$ cat src/rtl/brws_pkg.sv
// brws_pkg: shared widths, constants and controller/datapath interface types
// for the banked row window splitter. No dependencies.
`timescale 1ns / 1ps

package brws_pkg;

   // Field widths
   localparam int ROW_W       = 11;
   localparam int COL_W       = 11;
   localparam int LEN_W       = 12;
   localparam int BANK_W      = 14;
   localparam int WOFF_W      = 16;
   localparam int SRC_W       = 22;
   localparam int PITCH_W     = 14;
   localparam int KB_W        = 7;
   localparam int SWIDTH_W    = 12;
   localparam int CSR_IDX_W   = 2;
   localparam int REQ_DATA_W  = 40;
   localparam int RSP_DATA_W  = 64;

   // Display byte offset: row * pitch + column fits 25 bits
   localparam int OFS_W       = ROW_W + PITCH_W;
   localparam int KB_SHIFT    = 10;
   localparam int DIVIDEND_W  = OFS_W - KB_SHIFT;
   localparam int GRAN_W      = KB_W + KB_SHIFT;

   localparam int MAX_GRAN_KB = 64;
   localparam int MAX_CHUNKS  = 3;
   localparam int NCHUNK_W    = 2;
   localparam int MAX_ROW_PIXELS_DEF = 2048;

   // Register indexes
   localparam logic [CSR_IDX_W-1:0] CSR_LINE_PITCH   = 2'd0;
   localparam logic [CSR_IDX_W-1:0] CSR_BANK_GRAN_KB = 2'd1;
   localparam logic [CSR_IDX_W-1:0] CSR_SCREEN_WIDTH = 2'd2;

   // Reset values
   localparam logic [PITCH_W-1:0]  PITCH_RST  = 14'd640;
   localparam logic [KB_W-1:0]     KB_RST     = 7'd64;
   localparam logic [SWIDTH_W-1:0] SWIDTH_RST = 12'd640;

   typedef struct packed {
      logic capture;     // latch request fields
      logic mul;         // form display and back-buffer offsets
      logic div_start;   // launch bank divide
      logic load_div;    // take quotient and remainder
      logic emit;        // load next chunk into the output register
   } dp_cmd_type;

   typedef struct packed {
      logic rem_zero;    // nothing left to copy
      logic div_done;
      logic out_free;    // output register can take a chunk this cycle
      logic last;        // chunk being formed is the final one
   } dp_sts_type;

endpackage

$ cat src/rtl/brws_div.sv
// brws_div: restoring divider, one quotient bit per cycle.
// Divides the display offset in KB by the bank granularity. Uses brws_pkg.
`timescale 1ns / 1ps

module brws_div (
   input  logic                            clock,
   input  logic                            reset,
   input  logic                            start,
   input  logic [brws_pkg::DIVIDEND_W-1:0] dividend,
   input  logic [brws_pkg::KB_W-1:0]       divisor,
   output logic                            done,
   output logic [brws_pkg::DIVIDEND_W-1:0] quotient,
   output logic [brws_pkg::KB_W-1:0]       remainder
);
   import brws_pkg::*;

   localparam int CNT_W = $clog2(DIVIDEND_W);

   logic                  busy_ff, busy_in;
   logic                  done_ff, done_in;
   logic [CNT_W-1:0]      cnt_ff, cnt_in;
   logic [DIVIDEND_W-1:0] quo_ff, quo_in;
   logic [KB_W-1:0]       rem_ff, rem_in;
   logic [KB_W-1:0]       div_ff, div_in;
   logic [KB_W:0]         trial;
   logic [KB_W:0]         diff;
   logic                  qbit;

   always_comb begin
      trial   = {rem_ff, quo_ff[DIVIDEND_W-1]};
      diff    = trial - {1'b0, div_ff};
      qbit    = (trial >= {1'b0, div_ff});
      busy_in = busy_ff;
      done_in = 1'b0;
      cnt_in  = cnt_ff;
      quo_in  = quo_ff;
      rem_in  = rem_ff;
      div_in  = div_ff;
      if (start) begin
         busy_in = 1'b1;
         cnt_in  = CNT_W'(DIVIDEND_W - 1);
         quo_in  = dividend;
         rem_in  = '0;
         div_in  = divisor;
      end else if (busy_ff) begin
         quo_in = {quo_ff[DIVIDEND_W-2:0], qbit};
         rem_in = qbit ? diff[KB_W-1:0] : trial[KB_W-1:0];
         cnt_in = cnt_ff - 1'b1;
         if (cnt_ff == '0) begin
            busy_in = 1'b0;
            done_in = 1'b1;
         end
      end
   end

   always_ff @(posedge clock) begin
      if (reset) begin
         busy_ff <= 1'b0;
         done_ff <= 1'b0;
         cnt_ff  <= '0;
      end else begin
         busy_ff <= busy_in;
         done_ff <= done_in;
         cnt_ff  <= cnt_in;
      end
      quo_ff <= quo_in;
      rem_ff <= rem_in;
      div_ff <= div_in;
   end

   assign done      = done_ff;
   assign quotient  = quo_ff;
   assign remainder = rem_ff;

   a_rem_below_divisor: assert property (@(posedge clock) disable iff (reset)
      done_ff |-> (rem_ff < div_ff))
      else $error("divider remainder not below divisor");

endmodule

$ cat src/rtl/brws_dpath.sv
// brws_dpath: config registers, request registers, offset multipliers,
// chunk arithmetic and output register. Uses brws_pkg and brws_div.
`timescale 1ns / 1ps

module brws_dpath #(
   parameter int MAX_ROW_PIXELS = brws_pkg::MAX_ROW_PIXELS_DEF
) (
   input  logic                            clock,
   input  logic                            reset,
   input  logic                            csr_we,
   input  logic [brws_pkg::CSR_IDX_W-1:0]  csr_index,
   input  logic [brws_pkg::PITCH_W-1:0]    csr_wdata,
   input  logic [brws_pkg::REQ_DATA_W-1:0] req_tdata,
   input  brws_pkg::dp_cmd_type            cmd,
   output brws_pkg::dp_sts_type            sts,
   output logic                            rsp_tvalid,
   input  logic                            rsp_tready,
   output logic [brws_pkg::RSP_DATA_W-1:0] rsp_tdata,
   output logic                            rsp_tlast
);
   import brws_pkg::*;

   // Config
   logic [PITCH_W-1:0]  pitch_ff, pitch_in;
   logic [KB_W-1:0]     kb_ff, kb_in;
   logic [SWIDTH_W-1:0] swidth_ff, swidth_in;
   logic [KB_W-1:0]     kb_wr;

   // Request and working state
   logic [ROW_W-1:0]    row_ff, row_in;
   logic [COL_W-1:0]    col_ff, col_in;
   logic [LEN_W-1:0]    rem_ff, rem_in;
   logic [OFS_W-1:0]    ofs_ff, ofs_in;
   logic [SRC_W-1:0]    src_ff, src_in;
   logic [BANK_W-1:0]   bank_ff, bank_in;
   logic [WOFF_W-1:0]   boff_ff, boff_in;
   logic [NCHUNK_W-1:0] nchunk_ff, nchunk_in;

   // Output register
   logic                out_valid_ff, out_valid_in;
   logic [BANK_W-1:0]   out_bank_ff, out_bank_in;
   logic [WOFF_W-1:0]   out_woff_ff, out_woff_in;
   logic [LEN_W-1:0]    out_len_ff, out_len_in;
   logic [SRC_W-1:0]    out_src_ff, out_src_in;
   logic                out_last_ff, out_last_in;

   logic [ROW_W-1:0]    req_row;
   logic [COL_W-1:0]    req_col;
   logic [LEN_W-1:0]    req_len;
   logic [OFS_W-1:0]    disp_prod;
   logic [ROW_W+SWIDTH_W-1:0] src_prod;
   logic [GRAN_W-1:0]   gran;
   logic [GRAN_W-1:0]   avail;
   logic [LEN_W-1:0]    chunk;
   logic [LEN_W-1:0]    rem_next;
   logic                last;
   logic                out_free;

   logic                      div_done;
   logic [DIVIDEND_W-1:0]     div_quo;
   logic [KB_W-1:0]           div_rem;

   assign req_row = req_tdata[ROW_W-1:0];
   assign req_col = req_tdata[ROW_W+COL_W-1:ROW_W];
   assign req_len = req_tdata[ROW_W+COL_W+LEN_W-1:ROW_W+COL_W];

   assign kb_wr = csr_wdata[KB_W-1:0];

   always_comb begin
      pitch_in  = pitch_ff;
      kb_in     = kb_ff;
      swidth_in = swidth_ff;
      if (csr_we) begin
         case (csr_index)
            CSR_LINE_PITCH:   pitch_in  = csr_wdata;
            // zero or above range both mean the largest window
            CSR_BANK_GRAN_KB: kb_in = (kb_wr == '0 || kb_wr > KB_W'(MAX_GRAN_KB)) ?
                                      KB_W'(MAX_GRAN_KB) : kb_wr;
            CSR_SCREEN_WIDTH: swidth_in = csr_wdata[SWIDTH_W-1:0];
            default:          pitch_in  = pitch_ff;
         endcase
      end
   end

   brws_div u_div (
      .clock     (clock),
      .reset     (reset),
      .start     (cmd.div_start),
      .dividend  (ofs_ff[OFS_W-1:KB_SHIFT]),
      .divisor   (kb_ff),
      .done      (div_done),
      .quotient  (div_quo),
      .remainder (div_rem)
   );

   always_comb begin
      disp_prod = OFS_W'(row_ff) * OFS_W'(pitch_ff);
      src_prod  = row_ff * swidth_ff;
      gran      = {kb_ff, {KB_SHIFT{1'b0}}};
      avail     = gran - GRAN_W'(boff_ff);
      chunk     = (GRAN_W'(rem_ff) < avail) ? rem_ff : avail[LEN_W-1:0];
      rem_next  = rem_ff - chunk;
      last      = (rem_next == '0) || (nchunk_ff == NCHUNK_W'(MAX_CHUNKS - 1));
      out_free  = !out_valid_ff || rsp_tready;

      row_in    = row_ff;
      col_in    = col_ff;
      rem_in    = rem_ff;
      ofs_in    = ofs_ff;
      src_in    = src_ff;
      bank_in   = bank_ff;
      boff_in   = boff_ff;
      nchunk_in = nchunk_ff;

      out_valid_in = out_valid_ff && !rsp_tready;
      out_bank_in  = out_bank_ff;
      out_woff_in  = out_woff_ff;
      out_len_in   = out_len_ff;
      out_src_in   = out_src_ff;
      out_last_in  = out_last_ff;

      if (cmd.capture) begin
         row_in    = req_row;
         col_in    = req_col;
         rem_in    = ({1'b0, req_len} > (LEN_W+1)'(MAX_ROW_PIXELS)) ?
                     LEN_W'(MAX_ROW_PIXELS) : req_len;
         nchunk_in = '0;
      end
      if (cmd.mul) begin
         ofs_in = disp_prod + OFS_W'(col_ff);
         src_in = SRC_W'(src_prod) + SRC_W'(col_ff);
      end
      if (cmd.load_div) begin
         bank_in = div_quo[BANK_W-1:0];
         boff_in = {div_rem[WOFF_W-KB_SHIFT-1:0], ofs_ff[KB_SHIFT-1:0]};
      end
      if (cmd.emit) begin
         out_valid_in = 1'b1;
         out_bank_in  = bank_ff;
         out_woff_in  = boff_ff;
         out_len_in   = chunk;
         out_src_in   = src_ff;
         out_last_in  = last;
         // next chunk starts at the base of the following window
         rem_in       = rem_next;
         bank_in      = bank_ff + 1'b1;
         boff_in      = '0;
         src_in       = src_ff + SRC_W'(chunk);
         nchunk_in    = nchunk_ff + 1'b1;
      end
   end

   always_ff @(posedge clock) begin
      if (reset) begin
         pitch_ff     <= PITCH_RST;
         kb_ff        <= KB_RST;
         swidth_ff    <= SWIDTH_RST;
         out_valid_ff <= 1'b0;
         nchunk_ff    <= '0;
      end else begin
         pitch_ff     <= pitch_in;
         kb_ff        <= kb_in;
         swidth_ff    <= swidth_in;
         out_valid_ff <= out_valid_in;
         nchunk_ff    <= nchunk_in;
      end
      row_ff      <= row_in;
      col_ff      <= col_in;
      rem_ff      <= rem_in;
      ofs_ff      <= ofs_in;
      src_ff      <= src_in;
      bank_ff     <= bank_in;
      boff_ff     <= boff_in;
      out_bank_ff <= out_bank_in;
      out_woff_ff <= out_woff_in;
      out_len_ff  <= out_len_in;
      out_src_ff  <= out_src_in;
      out_last_ff <= out_last_in;
   end

   always_comb begin
      sts.rem_zero = (rem_ff == '0);
      sts.div_done = div_done;
      sts.out_free = out_free;
      sts.last     = last;
   end

   assign rsp_tvalid = out_valid_ff;
   assign rsp_tdata  = {out_src_ff, out_len_ff, out_woff_ff, out_bank_ff};
   assign rsp_tlast  = out_last_ff;

   a_emit_into_free: assert property (@(posedge clock) disable iff (reset)
      cmd.emit |-> out_free)
      else $error("chunk loaded over an untaken result");

   a_chunk_nonzero: assert property (@(posedge clock) disable iff (reset)
      cmd.emit |-> (chunk != '0))
      else $error("empty chunk emitted");

   a_emit_shows: assert property (@(posedge clock) disable iff (reset)
      cmd.emit |=> out_valid_ff)
      else $error("emitted chunk not presented");

endmodule

$ cat src/rtl/brws_ctrl.sv
// brws_ctrl: sequencer for one request: capture, multiply, then, for a nonzero
// length, divide and one chunk per free output slot. Uses brws_pkg command/status types.
`timescale 1ns / 1ps

module brws_ctrl (
   input  logic                 clock,
   input  logic                 reset,
   input  logic                 req_tvalid,
   output logic                 req_tready,
   input  brws_pkg::dp_sts_type sts,
   output brws_pkg::dp_cmd_type cmd
);
   import brws_pkg::*;

   localparam logic [2:0] ST_IDLE     = 3'd0;
   localparam logic [2:0] ST_MUL      = 3'd1;
   localparam logic [2:0] ST_DIV_GO   = 3'd2;
   localparam logic [2:0] ST_DIV_WAIT = 3'd3;
   localparam logic [2:0] ST_EMIT     = 3'd4;

   logic [2:0] state_ff, state_in;

   always_comb begin
      state_in      = state_ff;
      cmd           = '0;
      req_tready    = 1'b0;
      case (state_ff)
         ST_IDLE: begin
            req_tready = 1'b1;
            if (req_tvalid) begin
               cmd.capture = 1'b1;
               state_in    = ST_MUL;
            end
         end
         ST_MUL: begin
            cmd.mul  = 1'b1;
            state_in = sts.rem_zero ? ST_IDLE : ST_DIV_GO;
         end
         ST_DIV_GO: begin
            cmd.div_start = 1'b1;
            state_in      = ST_DIV_WAIT;
         end
         ST_DIV_WAIT: begin
            if (sts.div_done) begin
               cmd.load_div = 1'b1;
               state_in     = ST_EMIT;
            end
         end
         ST_EMIT: begin
            if (sts.out_free) begin
               cmd.emit = 1'b1;
               if (sts.last) state_in = ST_IDLE;
            end
         end
         default: state_in = ST_IDLE;
      endcase
   end

   always_ff @(posedge clock) begin
      if (reset) begin
         state_ff <= ST_IDLE;
      end else begin
         state_ff <= state_in;
      end
   end

endmodule

$ cat src/rtl/banked_row_window_splitter_top.sv
// banked_row_window_splitter_top: splits a row copy request into chunks that
// each stay inside one bank window. Uses brws_pkg, brws_ctrl, brws_dpath.
//
//   port group  dir  fields
//   req_*       in   tdata: row_index, start_column, row_length
//   rsp_*       out  tdata: bank_number, window_offset, chunk_length,
//                    source_offset; tlast: last_chunk
//   csr_*       in   index 0 line_pitch, 1 bank_granularity_kb, 2 screen_width
//
// A request with a nonzero length goes through capture, multiply, divide launch,
// 15 divide steps and a load, then one chunk per free output slot (up to 3 chunks).
// Reset is synchronous, active high; config registers return to 640/64/640.
// rsp_tready low holds the chunk in the output register; the next request is
// taken once the final chunk is in that register.
`timescale 1ns / 1ps

module banked_row_window_splitter_top #(
   parameter int MAX_ROW_PIXELS = brws_pkg::MAX_ROW_PIXELS_DEF
) (
   input  logic                            clock,
   input  logic                            reset,
   input  logic                            csr_we,
   input  logic [brws_pkg::CSR_IDX_W-1:0]  csr_index,
   input  logic [brws_pkg::PITCH_W-1:0]    csr_wdata,
   input  logic                            req_tvalid,
   output logic                            req_tready,
   // row_index[10:0], start_column[21:11], row_length[33:22], zero fill
   input  logic [brws_pkg::REQ_DATA_W-1:0] req_tdata,
   output logic                            rsp_tvalid,
   input  logic                            rsp_tready,
   // bank_number[13:0], window_offset[29:14], chunk_length[41:30],
   // source_offset[63:42]
   output logic [brws_pkg::RSP_DATA_W-1:0] rsp_tdata,
   output logic                            rsp_tlast
);
   import brws_pkg::*;

   dp_cmd_type cmd;
   dp_sts_type sts;

   brws_ctrl u_ctrl (
      .clock      (clock),
      .reset      (reset),
      .req_tvalid (req_tvalid),
      .req_tready (req_tready),
      .sts        (sts),
      .cmd        (cmd)
   );

   brws_dpath #(
      .MAX_ROW_PIXELS (MAX_ROW_PIXELS)
   ) u_dpath (
      .clock      (clock),
      .reset      (reset),
      .csr_we     (csr_we),
      .csr_index  (csr_index),
      .csr_wdata  (csr_wdata),
      .req_tdata  (req_tdata),
      .cmd        (cmd),
      .sts        (sts),
      .rsp_tvalid (rsp_tvalid),
      .rsp_tready (rsp_tready),
      .rsp_tdata  (rsp_tdata),
      .rsp_tlast  (rsp_tlast)
   );

endmodule
$ cat config.mk
export PLATFORM = sky130hd
export DESIGN_NAME = banked_row_window_splitter_top
export DESIGN_NICKNAME = d
export VERILOG_FILES = /design/src/rtl/brws_pkg.sv /design/src/rtl/brws_div.sv /design/src/rtl/brws_dpath.sv /design/src/rtl/brws_ctrl.sv /design/src/rtl/banked_row_window_splitter_top.sv
export SDC_FILE = /design/constraint.sdc
export NUM_CORES = 1
export LEC_CHECK = 0
export BUFFER_PORTS_ARGS = -buffer_cell sky130_fd_sc_hd__buf_2
export CORE_MARGIN = 2
export CORE_UTILIZATION = 40
export CTS_BUF_LIST = sky130_fd_sc_hd__clkbuf_8 sky130_fd_sc_hd__clkbuf_16
export DETAILED_ROUTE_END_ITERATION = 7
export GPL_ROUTABILITY_DRIVEN = 0
export GPL_TIMING_DRIVEN = 0
export PLACE_DENSITY = 0.57
export SYNTH_ARGS = -nofsm -noshare
export SYNTH_HDL_FRONTEND = slang
export SYNTH_HIERARCHICAL = 1
export SYNTH_SLANG_ARGS = --single-unit
$ cat constraint.sdc
create_clock -name clock -period 8 [get_ports clock]
set_input_delay 0.4 -clock clock [delete_from_list [all_inputs] [get_ports clock]]
set_output_delay 0.4 -clock clock [all_outputs]
set_load 0.02 [all_outputs]
=== After elaboration in Yosys (flattened, before gate mapping) ===
Cells that the tools add are included.

* Bits in registers: 250
* Input bits: 61
* Output and inout port bits: 67
* Word-level logic and storage cells: 110

* $add $sub $neg: 9
* Multipliers: 2
* Order comparisons: 4
* Eq/ne operators: 11
* Multiplexer cells: 36
* Bitwise operators: 1
* Reduce and logical (&&, ||, !) cells: 22

{| class="wikitable"
|+ Operators with widths
! kind !! count
|-
| 12-bit 2-to-1 mux || 4
|-
| 22-bit 2-to-1 mux || 2
|-
| 15-bit 2-to-1 mux || 2
|-
| 14-bit 2-to-1 mux || 2
|-
| 25-bit by 11-bit adder with 25-bit output || 1
|-
| 11-bit by 14-bit multiplier with 25-bit output || 1
|-
| 12-bit logical NOT || 2
|-
| 22-bit by 11-bit adder with 22-bit output || 1
|-
| 22-bit by 12-bit adder with 22-bit output || 1
|-
| 11-bit by 12-bit multiplier with 22-bit output || 1
|-
| 12-bit by 17-bit < comparator with 1-bit output || 1
|-
| 17-bit by 16-bit subtractor with 17-bit output || 1
|-
| 3-bit one-hot mux with 5 select lines || 1
|-
| 14-bit by 1-bit adder with 14-bit output, second input constant || 1
|-
| 1-bit 2-to-1 mux || 14
|-
| 7-bit 2-to-1 mux || 2
|-
| 12-bit > comparator, second input constant || 1
|-
| 3-bit 2-to-1 mux || 4
|-
| 12-bit subtractor || 1
|-
| 8-bit by 7-bit greater-or-equal comparator with 1-bit output || 1
|-
| 4-bit 2-to-1 mux || 2
|-
| 2-bit nonzero test || 4
|-
| 7-bit > comparator, second input constant || 1
|-
| 7-bit logical NOT || 1
|-
| 22 further kinds || 33
|}

=== Logic depth before layout (Yosys ltp) ===
* Depth in word-level cells: 9
* Gate-level depth with buffers: 33

=== Modules after synthesis ===
The synthesis kept the hierarchy.

{| class="wikitable"
|+ Modules (own cells, without submodules)
! module !! times used !! cells each !! area an instance (um2) !! seq. area each (um2)
|-
| brws_dpath || 1 || 1988 || 19336.0 || 5845.6
|-
| brws_div || 1 || 166 || 1914.3 || 920.9
|-
| brws_ctrl || 1 || 18 || 173.9 || 60.1
|}

=== Least setup slack after synthesis ===
No wires, ideal clock.

* Path type: reg2reg
* From: reg u_dpath.boff_ff[2]
* To: reg u_ctrl.state_ff[2]
* Arrival: 6.445 ns
* Required time: 7.883 ns
* Setup slack: 1.438 ns
* Cell stages (with the launch flop): 33
* Path buffers: 2
* Clock period less this slack: 6.562 ns
* Path through: dfxtp_1 -> nor4_4 -> nand2_1 -> or3_1 -> xor2_1 -> inv_1 -> ha_1 -> o21ai_0 -> nand2b_1 -> a21oi_1 -> nor2_1 -> o2111ai_1 -> nor2_1 -> clkbuf_1 -> nand2_1 -> o21ai_0 -> ha_1 -> inv_1 -> maj3_1 -> maj3_1 -> maj3_1 -> a21oi_2 -> nor2_1 -> a22o_1 -> a211oi_1 -> nor2_1 -> a221o_1 -> a21oi_1 -> xnor2_1 -> a31o_1 -> buf_4 -> a21oi_1 -> a32o_1

* Cells in the longest elaborated chain, start to end: 8

{| class="wikitable"
|+ RTL lines
! element !! line !! text
|-
| start: declaration || brws_dpath.sv:36 || <nowiki>logic [WOFF_W-1:0] boff_ff, boff_in;</nowiki>
|-
| start signal: assignment || brws_dpath.sv:173 || <nowiki>boff_ff <= boff_in;</nowiki>
|-
| 17-bit by 16-bit subtractor with 17-bit output || brws_dpath.sv:100 || <nowiki>avail = gran - GRAN_W'(boff_ff);</nowiki>
|-
| 12-bit by 17-bit < comparator with 1-bit output || brws_dpath.sv:101 || <nowiki>chunk = (GRAN_W'(rem_ff) < avail) ? rem_ff : avail[LEN_W-1:0];</nowiki>
|-
| 12-bit 2-to-1 mux || brws_dpath.sv:101 ||
|-
| named net u_dpath.chunk[0] || brws_dpath.sv:54 || <nowiki>logic [LEN_W-1:0] chunk;</nowiki>
|-
| 12-bit subtractor || brws_dpath.sv:102 || <nowiki>rem_next = rem_ff - chunk;</nowiki>
|-
| 12-bit logical NOT || brws_dpath.sv:103 || <nowiki>last = (rem_next == '0) || (nchunk_ff == NCHUNK_W'(MAX_CHUNKS - 1));</nowiki>
|-
| 1-bit logical OR || brws_dpath.sv:103 ||
|-
| named net u_dpath.last || brws_dpath.sv:56 || <nowiki>logic last;</nowiki>
|-
| 2-bit by 1-bit inequality test with 1-bit output (no source line) || - ||
|-
| 4-bit AND reduction (no source line) || - ||
|-
| end signal: assignment || brws_ctrl.sv:63 || <nowiki>state_ff <= state_in;</nowiki>
|-
| end: declaration || brws_ctrl.sv:21 || <nowiki>logic [2:0] state_ff, state_in;</nowiki>
|}

The timed path passes the listed nets, and every way through them passes these cells.
A chain may end at the register's enable or synchronous reset.

=== Worst setup path after layout ===
* From: reg u_dpath.boff_ff[5]
* To: reg u_ctrl.state_ff[2]

Same word-level chain as after synthesis.

==> flow_summary.yaml <==
run:
  maxCapViolations: 0
cells_and_area:
  regArea_sq_mm: 0.00683
  multi_input_area_sq_mm: 0.0129
  stdcell_count: 3059
  drive_above_1_share_pct: 10.2
  syn_to_final_growth_pct: 13.5
  final_core_util_pct: 46.1
  nNetsFinal: 2798
  fillers: 5052
  fin_area_sq_mm: 0.0243
  num_antenna_cells: 0
die:
  core_sq_mm: 0.0528
  die-area_sq_mm: 0.0554
  initial_core_util_pct: 40.6
  fp.dieH_um: 235
  die_w_um: 235
  io_pins: 128
  rows: 84
yosys:
  synth_area_leaders: "edfxtp_1 26%, fa_1 20%, ha_1 10%"
  async_flop_share_pct: 0
  yosys.area.top_type_share_pct: 25.5
  ys_seq_elements: 250
  yosysWarnings: 6
  synth_commonest_cells: "345 x inv_1, 302 x nand2_1, 218 x fa_1"
  syn_area_per_cell_sq_um: 9.86
  ys.flop_type: "edfxtp_1"
  yosysMostFrequentCell: "inv_1"
  synth.distinct_cells: 84
  synth_area_sq_mm: 0.0214
  yosys.area.top_type: "edfxtp_1"
  syn_nets: 2622
  yosysSeqAreaShare_pct: 31.9
  synth_edf_count: 182
  synthCells: 2172
power:
  p_seq_share_pct: 32.5
  powerDensity_mw_per_mm2: 216
  p_leak_nw: 10.9
  netSwitchingPower_mw: 1.85
  swShare_pct: 35.2
  clock_power_share_pct: 29.9
  power_frac_comb_pct: 37.6
  p_int_mw: 3.40
  irDropWorstVdd_mv: 0.172
worst_hold_path:
  holdPathEnd: "u_dpath/row_ff[7]"
  hp-class: "in2reg"
  min_path_cells: 1
  hp-start: "req_tdata[7]"
clocking:
  path_clk_slew_ns: 0.06
  clockBufferDepth: 3
  clk_latency_ns: 0.61
  numCtsBuffers: 30
  cts_root_buf: "clkbuf_16"
  cts.sinks: 250
  htree_levels: 1
  cts_tree: "yes"
worst_setup_path:
  rrSetupSlack_ns: 0.59
  cpLargestDelayFamily: "simple AND/OR/NAND/NOR gates"
  crit_buf_inv: 5
  cp-start-kind: "register"
  crit_fanout: 10
  rr_startpoint: "u_dpath/boff_ff[5]"
  cp-end-kind: "register"
  reg2reg_depth: 33
  crit-reg2reg-capture: "u_ctrl/state_ff[2]"
  worstPathArrival_ns: 7.91
  crit_slowest_cell: "dfxtp_1"
  cp_data_required_time_ns: 8.50
  timing_worst_setup_path_type: "reg2reg"
  max_stage_delay_ns: 0.41
route:
  firstDrtPassIters: 7
  viasPerCell: 5.11
  drt_iter0_drc: 975
  drc: 0
  drt_wl_total_um: 56800
  antenna_left: 0
  num_vias: 15600
  routedWlPerCell_um: 18.6
global_route:
  antenna_found_initial: 1
  grt_use_total_pct: 20.5
  grt_pass1_vias: 15900
  grt_max_degree: 67
  overflow: 0
  grt_pass1_wl_um: 88800
placed_design:
  place_hpwl_um: 44800
  place_area_sq_mm: 0.0229
  dp_cells: 2983
  placement.io_buffers: 121
sta:
  hold_viol: 0
  setup_violations: 0
  slew_violations: 0
  worst_pin_slew_ns: 0.928
  slew_headroom_pct: 38.2
  rsz0062_at_grt: "false"
  finalWorstPathRequiredPeriod_ns: 7.41
  post-route-period-util_pct: 92.7
  skew_ns: 0.0354
  fmax_mhz: 135
  hold_ws_ns: 0.0214
outcome:
  outcome: "finished, final reports clean"
## worst max-delay path by stage
stage	startpoint	to	slack [ns]	cells after the start
global placement	u_dpath/boff_ff[0]	u_ctrl/state_ff[2]	-0.04	30
floorplan	u_dpath/boff_ff[2]	u_ctrl/state_ff[2]	1.44	32
detailed placement	u_dpath/boff_ff[0]	u_ctrl/state_ff[2]	-0.16	30
CTS	u_dpath/boff_ff[2]	u_ctrl/state_ff[2]	0.02	33
finish	u_dpath/boff_ff[5]	u_ctrl/state_ff[2]	0.59	33
global route	u_dpath/boff_ff[5]	u_ctrl/state_ff[2]	0.03	33
## logic make-up after synthesis
group	Yosys count	synth area share (%)
AND/OR/NAND/NOR	666	15.1
adder cells (fa/ha/maj)	397	30.7
multiplexers	39	1.93
flip-flops	250	31.9
AO/OA/AOI/OAI	283	8.53
XOR/XNOR	97	3.97
buffers and inverters	440	7.92
## sequential cells by signal, summed over array words and instances, names as in the netlist, 12 cells and up
register / flops
u_dpath/ofs_ff: 25
u_dpath/out_src_ff: 22
u_dpath/src_ff: 22
u_dpath/boff_ff: 16
u_dpath/out_woff_ff: 16
u_dpath/u_div/quotient: 15
u_dpath/bank_ff: 14
u_dpath/out_bank_ff: 14
u_dpath/pitch_ff: 14
u_dpath/out_len_ff: 12
u_dpath/rem_ff: 12
u_dpath/swidth_ff: 12
## layout by cell type, fill, tap and decap left out, drive strengths merged, types with 8 or more instances in the layout
| cell type | netlist | routed |
|---|---|---|
| a211oi | 8 | 8 |
| a21boi | 8 | 8 |
| a21o | 20 | 20 |
| a21oi | 98 | 98 |
| a31oi | 14 | 14 |
| and2 | 106 | 106 |
| and3 | 17 | 17 |
| buf | 11 | 135 |
| bufinv | 0 | 9 |
| clkbuf | 83 | 113 |
| clkinv | 0 | 10 |
| dfxtp | 68 | 68 |
| dlygate4sd3 | 0 | 20 |
| edfxtp | 182 | 182 |
| fa | 218 | 218 |
| ha | 171 | 171 |
| inv | 346 | 351 |
| maj3 | 8 | 8 |
| mux2 | 18 | 18 |
| mux2i | 21 | 21 |
| nand2 | 302 | 302 |
| nand2b | 16 | 16 |
| nand3 | 17 | 17 |
| nand3b | 13 | 13 |
| nand4 | 15 | 15 |
| nor2 | 90 | 90 |
| nor2b | 15 | 15 |
| nor3 | 18 | 18 |
| nor3b | 13 | 13 |
| nor4 | 13 | 13 |
| o21ai | 70 | 70 |
| or2 | 10 | 10 |
| or3 | 12 | 12 |
| xnor2 | 63 | 63 |
| xor2 | 34 | 34 |
## repair_timing
item / CTS / global route
hold buffers: 19 / 1
pin swaps: 0 / 1
hold endpoints to repair: 19 / 1
resized for setup: 2 / 10
setup buffers: 0 / 1
setup endpoints to repair: 1 / 3
## power by group through the flow
stage               Clock, mW  Sequential, mW  Combinational [mW]
detailed placement          0            1.73                1.94
floorplan                   0            1.67                1.49
CTS                      1.60            1.70                1.97
global placement            0            1.73                1.91
global route             1.66            1.72                2.24
finish                   1.57            1.70                1.97
## area by class of cell
cell class	count	share of cell area, %
Timing Repair Buffer	144	3.44
Clock buffer	30	3.09
Inverter	346	5.34
Tap cell	688	3.54
Buffer	94	1.65
Clock inverter	25	1.61
Sequential cell	250	28.1
Multi-Input combinational cell	1482	53.3
## metrics by stage
step                setup slack (ns)  setup TNS, ns  total power, mW
detailed placement            -0.161         -0.161             3.67
finish                         0.587              0             5.24
global route                  0.0342              0             5.62
floorplan                       1.44              0             3.16
global placement             -0.0356        -0.0356             3.64
CTS                           0.0178              0             5.27
## metal layers
layer	part of all wire (%)	global-route usage [%]	wire [um]
met1	45	27.7	25400
met2	45	32.8	25400
met3	7.2	4.22	4100
met4	3.3	7.24	1900
met5	0	0	0
(Power assumes the default switching activity.)
